`src/pqrr_pkg.sv`:
```
// Package for the priority quantum round-robin core: payload types, FSM states, constants.
// No dependencies.
package pqrr_pkg;

    localparam int unsigned MAX_PROCS_DEF = 64;
    localparam logic [15:0] QUANTUM_RESET = 16'd10;

    typedef struct packed {
        logic [15:0] burst_len;
        logic [1:0]  priority_level;
        logic [15:0] arrive_tk;
        logic        last;
    } t_req;

    typedef struct packed {
        logic [5:0]  proc_index;
        logic [22:0] wait_tk;
        logic [22:0] turn_tk;
        logic [22:0] switch_cnt;
        logic [15:0] idle_tk;
        logic [28:0] total_waiting;
        logic [28:0] total_turnaround;
        logic        last_result;
    } t_rsp;

    typedef enum logic [2:0] {
        ST_LOAD,
        ST_PREP,
        ST_RD,
        ST_EXEC,
        ST_PASS,
        ST_SUM,
        ST_EMIT
    } t_state;

    // controller -> datapath
    typedef struct packed {
        logic load;      // store request at load pointer
        logic prep;      // latch quanta, zero idx
        logic rd;        // read entry idx
        logic exec;      // execute slice for entry idx
        logic pass_end;  // end of pass bookkeeping
        logic sum;       // accumulate sums at idx
        logic emit;      // drive result at idx
        logic clr;       // return to reset batch state
    } t_cmd;

    // datapath -> controller
    typedef struct packed {
        logic idx_last;   // idx is last loaded entry
        logic progress;   // clock moved during pass
        logic pending;    // some entry unfinished
        logic empty;      // nothing loaded
    } t_sts;

endpackage

```
`src/pqrr_ctrl.sv`:
```
// Controller FSM for the priority quantum round-robin core.
// Depends on pqrr_pkg.
module pqrr_ctrl
    import pqrr_pkg::*;
(
    input  logic   i_clk,
    input  logic   i_rst_n,
    input  logic   i_start,
    input  logic   i_last,
    input  t_sts   i_sts,
    output t_cmd   o_cmd,
    output logic   o_busy,
    output t_state o_state
);

    t_state r_state, n_state;

    // state register
    always_ff @(posedge i_clk) begin
        if (!i_rst_n) r_state <= ST_LOAD;
        else          r_state <= n_state;
    end

    // next state
    always_comb begin
        n_state = r_state;
        case (r_state)
            ST_LOAD: if (i_start && i_last) n_state = ST_PREP;
            ST_PREP: n_state = ST_RD;
            ST_RD:   n_state = ST_EXEC;
            ST_EXEC: n_state = i_sts.idx_last ? ST_PASS : ST_RD;
            ST_PASS: begin
                if (i_sts.progress || i_sts.pending) n_state = ST_RD;
                else if (i_sts.empty)                n_state = ST_LOAD;
                else                                 n_state = ST_SUM;
            end
            ST_SUM:  if (i_sts.idx_last) n_state = ST_EMIT;
            ST_EMIT: if (i_sts.idx_last) n_state = ST_LOAD;
            default: n_state = ST_LOAD;
        endcase
    end

    // outputs
    always_comb begin
        o_cmd = '0;
        case (r_state)
            ST_LOAD: o_cmd.load = i_start;
            ST_PREP: o_cmd.prep = 1'b1;
            ST_RD:   o_cmd.rd = 1'b1;
            ST_EXEC: o_cmd.exec = 1'b1;
            ST_PASS: begin
                o_cmd.pass_end = 1'b1;
                o_cmd.clr = !i_sts.progress && !i_sts.pending && i_sts.empty;
            end
            ST_SUM:  o_cmd.sum = 1'b1;
            ST_EMIT: begin
                o_cmd.emit = 1'b1;
                o_cmd.clr  = i_sts.idx_last;
            end
            default: o_cmd = '0;
        endcase
    end

    assign o_busy  = (r_state != ST_LOAD);
    assign o_state = r_state;

endmodule

```
`config.mk`:
```
export PLATFORM = sky130hd
export DESIGN_NAME = pqrr_ctrl
export DESIGN_NICKNAME = d
export VERILOG_FILES = /design/src/pqrr_pkg.sv /design/src/pqrr_ctrl.sv
export SDC_FILE = /design/constraint.sdc
export NUM_CORES = 1
export LEC_CHECK = 0
export BUFFER_PORTS_ARGS = -buffer_cell sky130_fd_sc_hd__buf_2
export CAP_MARGIN = 20
export CORE_AREA = 4 4 41 43
export DETAILED_ROUTE_END_ITERATION = 10
export DIE_AREA = 0 0 45 47
export PLACE_DENSITY = 0.51
export SLEW_MARGIN = 20
export SYNTH_ARGS = -nofsm -noshare
export SYNTH_HDL_FRONTEND = slang
export SYNTH_SLANG_ARGS = --single-unit
```
`constraint.sdc`:
```
create_clock -name i_clk -period 1.4 [get_ports i_clk]
set_clock_uncertainty 0.2 [all_clocks]
set_input_delay 0.21 -clock i_clk [delete_from_list [all_inputs] [get_ports i_clk]]
set_output_delay 0.21 -clock i_clk [all_outputs]
set_load 0.03 [all_outputs]
```
=== After elaboration in Yosys (flattened, before gate mapping) ===
Index checks and enable logic that the tools add are counted.

* Equal/unequal tests: 9
* Multiplexer cells: 15
* Reductions and logical operators: 9

{| class="wikitable"
|+ Operators by type and width
! operator !! count
|-
| 3-bit case mux with 7 select lines || 1
|-
| 3-bit 2-to-1 mux || 6
|-
| 3-bit equality test, second input constant || 3
|-
| 1-bit 2-to-1 mux || 7
|-
| 3-bit by 2-bit equality test with 1-bit output, second input constant || 2
|-
| 2-bit inequality test, second input constant || 3
|-
| 3-bit by 1-bit equality test with 1-bit output, second input constant || 1
|-
| 1-bit logical AND || 3
|-
| 3-bit logical NOT || 1
|-
| 3-bit AND reduction || 1
|-
| 3-bit nonzero test || 1
|-
| 1-bit logical NOT || 2
|-
| 1-bit case mux with 2 select lines || 1
|-
| 1-bit logical OR || 1
|}

* Bits in registers: 3
* Input bits: 8
* Output and inout bits: 12
* Logic and storage cells: 34

=== Logic depth before layout (Yosys ltp) ===
Gate-level depths: netlist (run 1).

* Depth in word-level cells: 4
* Mapped depth: 4
* Depth with buffers taken out: 3

=== Least setup slack after synthesis (run 1) ===
No wires, ideal clock.

* Path kind: reg-to-output
* Start: reg r_state[1] (netlist: o_state[1])
* End: out o_cmd[4] in the netlist's numbering
* Arrival: 1.634 ns
* Required time: 0.990 ns
* Path slack: -0.644 ns
* Stages on the path, launching flop included: 3
* Buffers on the path: 0
* Cells stage by stage: dfxtp_1 > clkinv_1 > nor3_1

{| class="wikitable"
|+ RTL lines
! what !! line !! source
|-
| from (decl) || pqrr_ctrl.sv:16 || <nowiki>t_state r_state, n_state;</nowiki>
|-
| from (signal assigned) || pqrr_ctrl.sv:21 || <nowiki>else r_state <= n_state;</nowiki>
|-
| to (decl) || pqrr_ctrl.sv:11 || <nowiki>output t_cmd o_cmd,</nowiki>
|}

==> results by group, run 1 <==
Run status
  • Status: complete, but fails checks
  • Failing checks: negative setup slack

Worst setup path
  • Worst Setup Path Type: reg -> out
  • Worst setup EP type: output port
  • Setup crit start kind: register
  • CP Max Fanout: 6
  • Required @ worst endpoint: 990 ps
  • CP Data Arrival Time: 1120 ps

Placement
  • Placed cell area: 478 um2
  • Post-DP HPWL: 681 um
  • PortBufs: 19
  • GP Congestion: 0.780

Timing
  • Slew Limit Headroom: 0.825
  • Final setup vio count: 10
  • Fmax: 655 MHz
  • Final Hold Viols: 0
  • Final Critical Period: 1530 ps
  • Final worst slack: -126 ps
  • Worst slew pin tran: 261 ps
  • Setup TNS: -848 ps
  • Final Max Tran Viols: 0
  • RSZ-0062 raised after global routing: yes
  • Share of the clock period used by the worst path: 1.09

Floorplan
  • # rows: 13
  • Die Wd: 45 um
  • IO Pins: 20
  • Die ar.: 2120 um2
  • DIE HEIGHT: 47 um
  • Initial Utilization: 0.197
  • Core Box Area: 1300 um2

Global routing
  • Initial antenna violation count: 0
  • Vias in the first global route: 385
  • Total grt overflow: 0
  • First-pass GRT wire length: 1550 um
  • Global Route Usage Sum: 0.100
  • Largest net degree at the start of global routing: 10

Synth
  • Yosys top cell by area: dfxtp_1
  • Count leader, synth: nor3_1
  • Synth warn: 0
  • Post-synth EDFFs: 0
  • Post-synthesis sequential area ratio: 0.234
  • Area contributors post-synth: dfxtp_1 23%, nor3_1 9.8%, a2111oi_2 5.9%
  • Post-synthesis cell area: 256 um2
  • Main synth FF type: dfxtp_1
  • Synth top cells by count: 5 x nor3_1, 3 x dfxtp_1, 3 x inv_1, 3 x nor2_1
  • #FFs+latches synth: 3
  • Top cell type's share of synthesized area: 0.234
  • Post-synthesis mux area share: 0.0390
  • Compound-Gate Fraction of Synth Area: 0.298
  • Synth unique cells: 21
  • Largest family of logic cells by synthesized area: simple AND/OR/NAND/NOR gates
  • Syn_area_per_cell: 7.54 um2
  • Synth async-reset ratio: 0
  • Area share of fa/ha/maj cells after synthesis: 0
  • XOR/XNOR share of the synthesized area: 0
  • Syn_nets: 42
  • Post-Synth Simple-Gate Area: 0.341
  • Syn Inst Count: 34

Clock network
  • Worst-Skew Late Latency: 230 ps
  • CTS tree: yes
  • CTS Sinks: 3
  • Htree depth: 1
  • CTS buffer count: 3
  • Clk buf depth: 2
  • # hold bufs at CTS: 0
  • CTS Root Cell: clkbuf_4
  • Clk pin slew, worst setup/hold paths: 40 ps

Finish
  • Number of flip-flops in the largest register: 3
  • Final nets: 73
  • Area grow syn2layout: 142%
  • Final core occ: 0.478
  • Post-Layout Inst Area: 622 um2
  • Antenna cell count: 0
  • Share of layout cells above drive strength 1: 0.766
  • Filler instances: 130

Drt
  • Residual DRC: 0
  • Iter 0 DRT Violations: 14
  • First-pass DRT Iterations: 4
  • Vias/cell: 4.84
  • Total vias in the final route: 382
  • Post-DRT Antenna Nets: 0
  • Final wirelength: 874 um
  • Routed len/inst: 11.1 um

Power
  • Pleak: 0.268 nW
  • Worst vdd ir: 0.000477 V
  • Power density cells: 896 nW/um2
  • Final Power: 0.557 mW

Hold path
  • Worst hold path type: in -> reg

Run
  • Max Cap Viol: 0
-- cell families after synthesis --
logic type	after synthesis
mux	1
flops	3
buf+inv	5
simple gates	15
compound gates	10
-- critical path, stage by stage, from the launching register on --
cell	delay, ps
dfxtp_4	370
nor4b_4	230
a21oi_2	70
nor2_4	80
buf_6	130
-- what timing repair did --
item                                    4_1_cts  5_1_grt
cloned                                        0        0
buffers inserted                              2        1
endpoints found under the setup margin       10       11
pin swaps                                     4        4
resized for setup                            23        4
-- per-layer routing --
metal | share of wire | GRT usage | up-vias
met5 | 0 | 0 | -
met4 | 0 | 0.0175 | 0
li1 | - | - | 190
met2 | 0.46 | 0.144 | 23
met1 | 0.41 | 0.130 | 169
met3 | 0.13 | 0.0613 | 0
-- placed cells by master (no fill, tap or decap), types with 2 or more instances in the layout --
cell type | netlist | routed
buf_2 | 0 | 10
buf_4 | 1 | 7
buf_6 | 0 | 9
clkbuf_4 | 0 | 3
dfxtp_4 | 0 | 3
inv_1 | 3 | 2
nand2_1 | 2 | 2
nor2_4 | 0 | 3
nor3_4 | 0 | 4
o211ai_1 | 2 | 2
-- metrics by stage --
stage / std cells / setup WS, ps / hold WS (ps)
4_1_cts: 78 / -140 / 45.3
6_report: 79 / -126 / 45.8
3_3_place_gp: 72 / -14.4 / 279
5_1_grt: 79 / -218 / 59.9
3_5_place_dp: 72 / -19.6 / 289
2_1_floorplan: 34 / -23.0 / 149
-- path summary, 6_finish.rpt --
path	startpoint	end	slack (ps)	cells after the start
max	o_state[1]	o_cmd[0]	-130	4
min	i_last	o_state[0]	50	3
max reg2reg	o_state[2]	o_state[2]	-10	5
min reg2reg	o_state[1]	o_state[2]	400	2
-- power breakdown --
group,switching (mW),leakage (nW),total [mW],internal (mW)
clock network,0.0443,0.0150,0.151,0.107
registers,0.0262,0.0267,0.123,0.0966
logic,0.154,0.227,0.283,0.129
total,0.225,0.268,0.557,0.332
-- final cells by class --
| cell class | count | area, um2 | share of cell area |
|---|---|---|---|
| multi-input combinational | 26 | 267 | 0.429 |
| inverter | 4 | 20.0 | 0.0322 |
| clock buffer | 4 | 26.3 | 0.0423 |
| tap | 15 | 18.8 | 0.0302 |
| timing repair buffer | 27 | 219 | 0.352 |
| sequential | 3 | 71.3 | 0.115 |
Power figures use the tool's default switching activity.
==> run 2, diff against run 1 <==
--- a/config.mk
+++ b/config.mk
@@ -10,7 +10,8 @@
 export CORE_AREA = 4 4 41 43
 export DETAILED_ROUTE_END_ITERATION = 10
 export DIE_AREA = 0 0 45 47
-export PLACE_DENSITY = 0.51
+export GPL_TIMING_DRIVEN = 0
+export PLACE_DENSITY = 0.49
 export SLEW_MARGIN = 20
 export SYNTH_ARGS = -nofsm -noshare
 export SYNTH_HDL_FRONTEND = slang
==> constraint.sdc (replaced) <==
create_clock -name i_clk -period 1.6 [get_ports i_clk]
set_clock_uncertainty 0.2 [all_clocks]
set_input_delay 0.24 -clock i_clk [delete_from_list [all_inputs] [get_ports i_clk]]
set_output_delay 0.24 -clock i_clk [all_outputs]
set_load 0.03 [all_outputs]
==> results by group, run 2 (synthesis gave the netlist of run 1 again) <==
Finish
  • Number of flip-flops in the largest register: 3 (unchanged)
  • Filler instances: 145 (was 130)
  • Share of layout cells above drive strength 1: 0.717 (was 0.766)
  • Area grow syn2layout: 105% (was 142%)
  • Final nets: 69 (was 73)
  • Final core occ: 0.405 (was 0.478)
  • Antenna cell count: 0 (unchanged)
  • Commonest cells after routing, fill and taps aside: 14 x buf_2, 6 x buf_4, 4 x nor3_4, 3 x nor2_2, 3 x clkbuf_4 (was 10 x buf_2, 9 x buf_6, 7 x buf_4, 4 x nor3_4)
  • Most common cell after layout, fill and taps aside: buf_2 (unchanged)

Worst setup path
  • CP Max Fanout: 10 (was 6)
  • Worst setup EP type: output port (unchanged)
  • Required @ worst endpoint: 1160 ps (was 990 ps)
  • Worst Setup Path Type: reg -> out (unchanged)
  • CP Data Arrival Time: 1130 ps (was 1120 ps)
  • Setup crit start kind: register (unchanged)
  • Reg2reg path depth: 3 (was 5)

Placement
  • Post-DP HPWL: 608 um (was 681 um)
  • GP Congestion: 0.686 (was 0.780)
  • PortBufs: 19 (unchanged)
  • Pre-CTS setup slack: -52.1 ps (was -19.6 ps)

Drt
  • Residual DRC: 0 (unchanged)
  • First-pass DRT Iterations: 3 (was 4)
  • Total vias in the final route: 340 (was 382)
  • Vias/cell: 4.53 (was 4.84)
  • Post-DRT Antenna Nets: 0 (unchanged)
  • Iter 0 DRT Violations: 1 (was 14)
  • Routed len/inst: 11.0 um (was 11.1 um)
  • Final wirelength: 824 um (was 874 um)

Floorplan
  • Core Box Area: 1300 um2 (unchanged)
  • DIE HEIGHT: 47 um (unchanged)
  • Initial Utilization: 0.197 (unchanged)
  • Die Wd: 45 um (unchanged)
  • Die ar.: 2120 um2 (unchanged)
  • IO Pins: 20 (unchanged)
  • # rows: 13 (unchanged)

Power
  • Worst vdd ir: 0.000300 V (was 0.000477 V)
  • Power density cells: 870 nW/um2 (was 896 nW/um2)
  • Pleak: 0.235 nW (was 0.268 nW)

Global routing
  • Initial antenna violation count: 0 (unchanged)
  • Total grt overflow: 0 (unchanged)
  • Largest net degree at the start of global routing: 11 (was 10)
  • Global Route Usage Sum: 0.0948 (was 0.100)
  • Vias in the first global route: 356 (was 385)
  • First-pass GRT wire length: 1480 um (was 1550 um)

Clock network
  • CTS tree: yes (unchanged)
  • CTS buffer count: 3 (unchanged)
  • CTS Root Cell: clkbuf_4 (unchanged)
  • Htree depth: 1 (unchanged)
  • CTS Sinks: 3 (unchanged)
  • Clk pin slew, worst setup/hold paths: 40 ps (about the same)
  • Worst-Skew Late Latency: 230 ps (about the same)
  • Clk buf depth: 2 (unchanged)

Timing
  • Final Max Tran Viols: 0 (unchanged)
  • Fmax: 637 MHz
  • Final Hold Viols: 0 (unchanged)
  • Slew Limit Headroom: 0.818 (was 0.825)
  • Worst slew pin tran: 270 ps (was 261 ps)
  • RSZ-0062 raised after global routing: yes (unchanged)
  • Final Critical Period: 1570 ps
  • Final worst slack: 30.3 ps (was -126 ps)
  • Final setup vio count: 0 (was 10)
  • Share of the clock period used by the worst path: 0.981

Run status
  • Status: completed (was complete, but fails checks)

Hold path
  • Hold depth: 3 (unchanged)
  • Worst hold path type: in -> reg (unchanged)

Run
  • Max Cap Viol: 0 (unchanged)
[run 2: cell type report]
class / instances / area, um2 / area share
flip-flops and latches: 3 / 68.8 / 0.131
clock buffers: 4 / 26.3 / 0.0499
inverters: 4 / 20.0 / 0.0380
multi-input cells: 26 / 235 / 0.447
repair buffers: 22 / 138 / 0.261
plain buffers: 1 / 20.0 / 0.0380
well taps: 15 / 18.8 / 0.0356
[run 2: timing repair]
action / CTS / global route
pin swaps: 2 / 0
hold buffers: 0 / 0
gates resized for setup: 14 / 6
buffers inserted: 3 / 0
endpoints found under the setup margin: 9 / 4
[run 2: per-layer routing]
| layer | global-route usage | part of all wire | vias up |
|---|---|---|---|
| met5 | 0 | 0 | - |
| met1 | 0.116 | 0.45 | 149 |
| li1 | - | - | 180 |
| met4 | 0.0702 | 0 | 0 |
| met3 | 0.00766 | 0.064 | 0 |
| met2 | 0.155 | 0.48 | 11 |
[run 2: final timing paths]
check / startpoint / endpoint / slack, ps
worst max-delay path: o_state[2] / o_cmd[7] / 30
worst min-delay path: i_last / o_state[0] / 70
worst max register to register: o_state[2] / o_state[0] / 170
worst min register to register: o_state[1] / o_state[1] / 380
[run 2: metrics by stage]
stage / total power, mW / setup TNS, ps / hold WS (ps) / area, um2 / cells
2_1_floorplan: 0.228 / -50.2 / 182 / 303 / 34
3_3_place_gp: 0.279 / -69.5 / 321 / 417 / 68
3_5_place_dp: 0.278 / -52.1 / 312 / 417 / 68
4_1_cts: 0.458 / 0 / 72.8 / 512 / 75
5_1_grt: 0.483 / -47.0 / 96.7 / 527 / 75
6_report: 0.458 / 0 / 73.3 / 527 / 75
[run 2: critical path: stages (launching register included)]
cell     delay [ps]
dfxtp_2         330
buf_12          150
nor3_4          140
and2_4          170
buf_6           120
[run 2: power breakdown]
group          internal, mW  leakage (nW)  switching, mW
registers            0.0859        0.0264         0.0237
logic                0.0929         0.194          0.123
clock network        0.0935        0.0150         0.0394
total                 0.272         0.235          0.186
==> run 3, diff against run 2 <==
--- a/config.mk
+++ b/config.mk
@@ -11,7 +11,7 @@
 export DETAILED_ROUTE_END_ITERATION = 10
 export DIE_AREA = 0 0 45 47
 export GPL_TIMING_DRIVEN = 0
-export PLACE_DENSITY = 0.49
+export PLACE_DENSITY = 0.41
 export SLEW_MARGIN = 20
 export SYNTH_ARGS = -nofsm -noshare
 export SYNTH_HDL_FRONTEND = slang
==> results by group, run 3 (synthesis gave the netlist of run 1 again) <==
Clock network
  • CTS buffer count: 3 (unchanged)
  • Clk buf depth: 2 (unchanged)
  • CTS Root Cell: clkbuf_4 (unchanged)
  • Htree depth: 1 (unchanged)
  • Clk pin slew, worst setup/hold paths: 40 ps (about the same)
  • CTS Sinks: 3 (unchanged)
  • Worst-Skew Late Latency: 230 ps (about the same)
  • CTS tree: yes (unchanged)

Finish
  • Antenna cell count: 0 (unchanged)
  • Final nets: 73 (was 69)
  • Commonest cells after routing, fill and taps aside: 13 x buf_2, 7 x buf_4, 5 x clkbuf_4, 4 x nor3_4 (was 14 x buf_2, 6 x buf_4, 4 x nor3_4, 3 x nor2_2, 3 x clkbuf_4)
  • Post-Layout Inst Area: 579 um2 (was 527 um2)
  • Area grow syn2layout: 126% (was 105%)
  • Final cell count without fillers: 79 (was 75)
  • Final core occ: 0.445 (was 0.405)
  • Share of layout cells above drive strength 1: 0.734 (was 0.717)
  • Number of flip-flops in the largest register: 3 (unchanged)
  • Most common cell after layout, fill and taps aside: buf_2 (unchanged)

Run
  • Max Cap Viol: 0 (unchanged)

Placement
  • Dpl cells: 68 (unchanged)
  • PortBufs: 19 (unchanged)
  • Pre-CTS setup slack: -54.6 ps (was -52.1 ps)
  • Placed cell area: 417 um2 (unchanged)
  • Post-DP HPWL: 656 um (was 608 um)
  • GP Congestion: 0.728 (was 0.686)

Worst setup path
  • Worst setup EP type: output port (unchanged)
  • CP Max Fanout: 5 (was 10)
  • Required @ worst endpoint: 1160 ps (about the same)
  • CP Data Arrival Time: 1160 ps (was 1130 ps)
  • CP max-delay cell: dfxtp_2 (unchanged)
  • Worst path max stage delay: 340 ps (was 330 ps)
  • Crit path max-delay family: flip-flops (unchanged)
  • Setup crit start kind: register (unchanged)
  • Cells along the critical path: buf_8 > nor3_4 > and2_4 > buf_6 (was buf_12 > nor3_4 > and2_4 > buf_6)
  • Worst Setup Path Type: reg -> out (unchanged)
  • Crit path buf inv count: 2 (unchanged)

Run status
  • Failing checks: negative setup slack
  • Status: complete, but fails checks (was completed)

Timing
  • Final setup vio count: 1 (was 0)
  • Fmax: 624 MHz (was 637 MHz)
  • Final Hold Viols: 0 (unchanged)
  • Final Critical Period: 1600 ps (was 1570 ps)
  • Final worst slack: -1.33 ps (was 30.3 ps)
  • Final Max Tran Viols: 0 (unchanged)
  • Worst slew pin tran: 261 ps (was 270 ps)
  • Share of the clock period used by the worst path: 1.00 (was 0.981)
  • Slew Limit Headroom: 0.825 (was 0.818)
  • RSZ-0062 raised after global routing: yes (unchanged)

Global routing
  • Vias in the first global route: 354 (was 356)
  • Initial antenna violation count: 0 (unchanged)
  • First-pass GRT wire length: 1520 um (was 1480 um)
  • Largest net degree at the start of global routing: 11 (unchanged)
  • Total grt overflow: 0 (unchanged)
  • Global Route Usage Sum: 0.0971 (was 0.0948)

Floorplan
  • Die Wd: 45 um (unchanged)
  • IO Pins: 20 (unchanged)
  • Initial Utilization: 0.197 (unchanged)
  • DIE HEIGHT: 47 um (unchanged)
  • Core Box Area: 1300 um2 (unchanged)
  • Die ar.: 2120 um2 (unchanged)
  • # rows: 13 (unchanged)

Power
  • Pleak: 0.257 nW (was 0.235 nW)
  • Clock power share: 0.277 (was 0.290)
  • Sequential Power Share: 0.231 (was 0.239)
  • Worst vdd ir: 0.000262 V (was 0.000300 V)
  • Sw Share: 0.404 (was 0.406)
  • Power density cells: 823 nW/um2 (was 870 nW/um2)
  • Internal Dissipation: 0.284 mW (was 0.272 mW)
  • Sw Pwr: 0.193 mW (was 0.186 mW)
  • Gate power share: 0.493 (was 0.471)

Drt
  • Residual DRC: 0 (unchanged)
  • Routed len/inst: 12.5 um (was 11.0 um)
  • Post-DRT Antenna Nets: 0 (unchanged)
  • Final wirelength: 988 um (was 824 um)
  • Vias/cell: 4.68 (was 4.53)
  • Total vias in the final route: 370 (was 340)
  • First-pass DRT Iterations: 4 (was 3)
  • Iter 0 DRT Violations: 10 (was 1)

Hold path
  • Worst hold path type: in -> reg (unchanged)
## run 3: cell count changes in the layout (fill, tap and decap cells not counted)
cell / previous run / this run
buf_12: 1 / 0
buf_2: 14 / 13
buf_4: 6 / 7
buf_6: 2 / 3
buf_8: 0 / 1
clkbuf_16: 0 / 1
clkbuf_4: 3 / 5
clkinvlp_4: 0 / 1
inv_2: 1 / 0
## run 3: final cells by class
class                      instances  area, um2
inverter                           4       23.8
tap                               15       18.8
sequential                         3       68.8
timing repair buffer              26        191
fill                             131        722
buffer                             1       15.0
multi-input combinational         26        235
clock buffer                       4       26.3
## run 3: repair_timing
item / 4_1_cts / 5_1_grt
endpoints found under the setup margin: 9 / 8
resized for setup: 14 / 6
gates cloned: 0 / 1
endpoints found under the hold margin: 0 / 0
pin swaps: 2 / 0
buffers inserted: 1 / 5
hold buffers: 0 / 0
## run 3: layer usage
layer | part of all wire | vias to the layer above | GRT usage
met3 | 0.064 | 0 | 0.0153
met5 | 0 | - | 0
li1 | - | 187 | -
met2 | 0.51 | 13 | 0.169
met4 | 0 | 0 | 0.0526
met1 | 0.43 | 170 | 0.113
## run 3: path summary, 6_finish.rpt
check,from,end,slack [ps],depth (start not counted)
min,i_last,o_state[0],70,3
min reg2reg,o_state[1],o_state[2],400,2
max,o_state[2],o_cmd[7],-1,4
max reg2reg,o_state[2],o_state[0],120,3
## run 3: worst reg2reg max path, cell delays in order (launching register included)
cell,delay [ps]
dfxtp_2,370
or2b_2,330
mux2i_1,140
a2111oi_2,330
## run 3: metrics by stage
step	TNS, ps	hold slack (ps)	power, mW
finish	-1.33	73.2	0.477
global route	-150	106	0.502
CTS	-8.78	70.1	0.446
detailed placement	-54.6	314	0.280
global placement	-39.8	318	0.281
floorplan	-50.2	182	0.228
## run 3: power by group through the flow
| stage | clock network (mW) | registers (mW) | logic (mW) |
|---|---|---|---|
| floorplan | 0 | 0.119 | 0.109 |
| CTS | 0.135 | 0.111 | 0.200 |
| detailed placement | 0 | 0.109 | 0.171 |
| global placement | 0 | 0.110 | 0.171 |
| finish | 0.132 | 0.110 | 0.235 |
| global route | 0.139 | 0.111 | 0.252 |
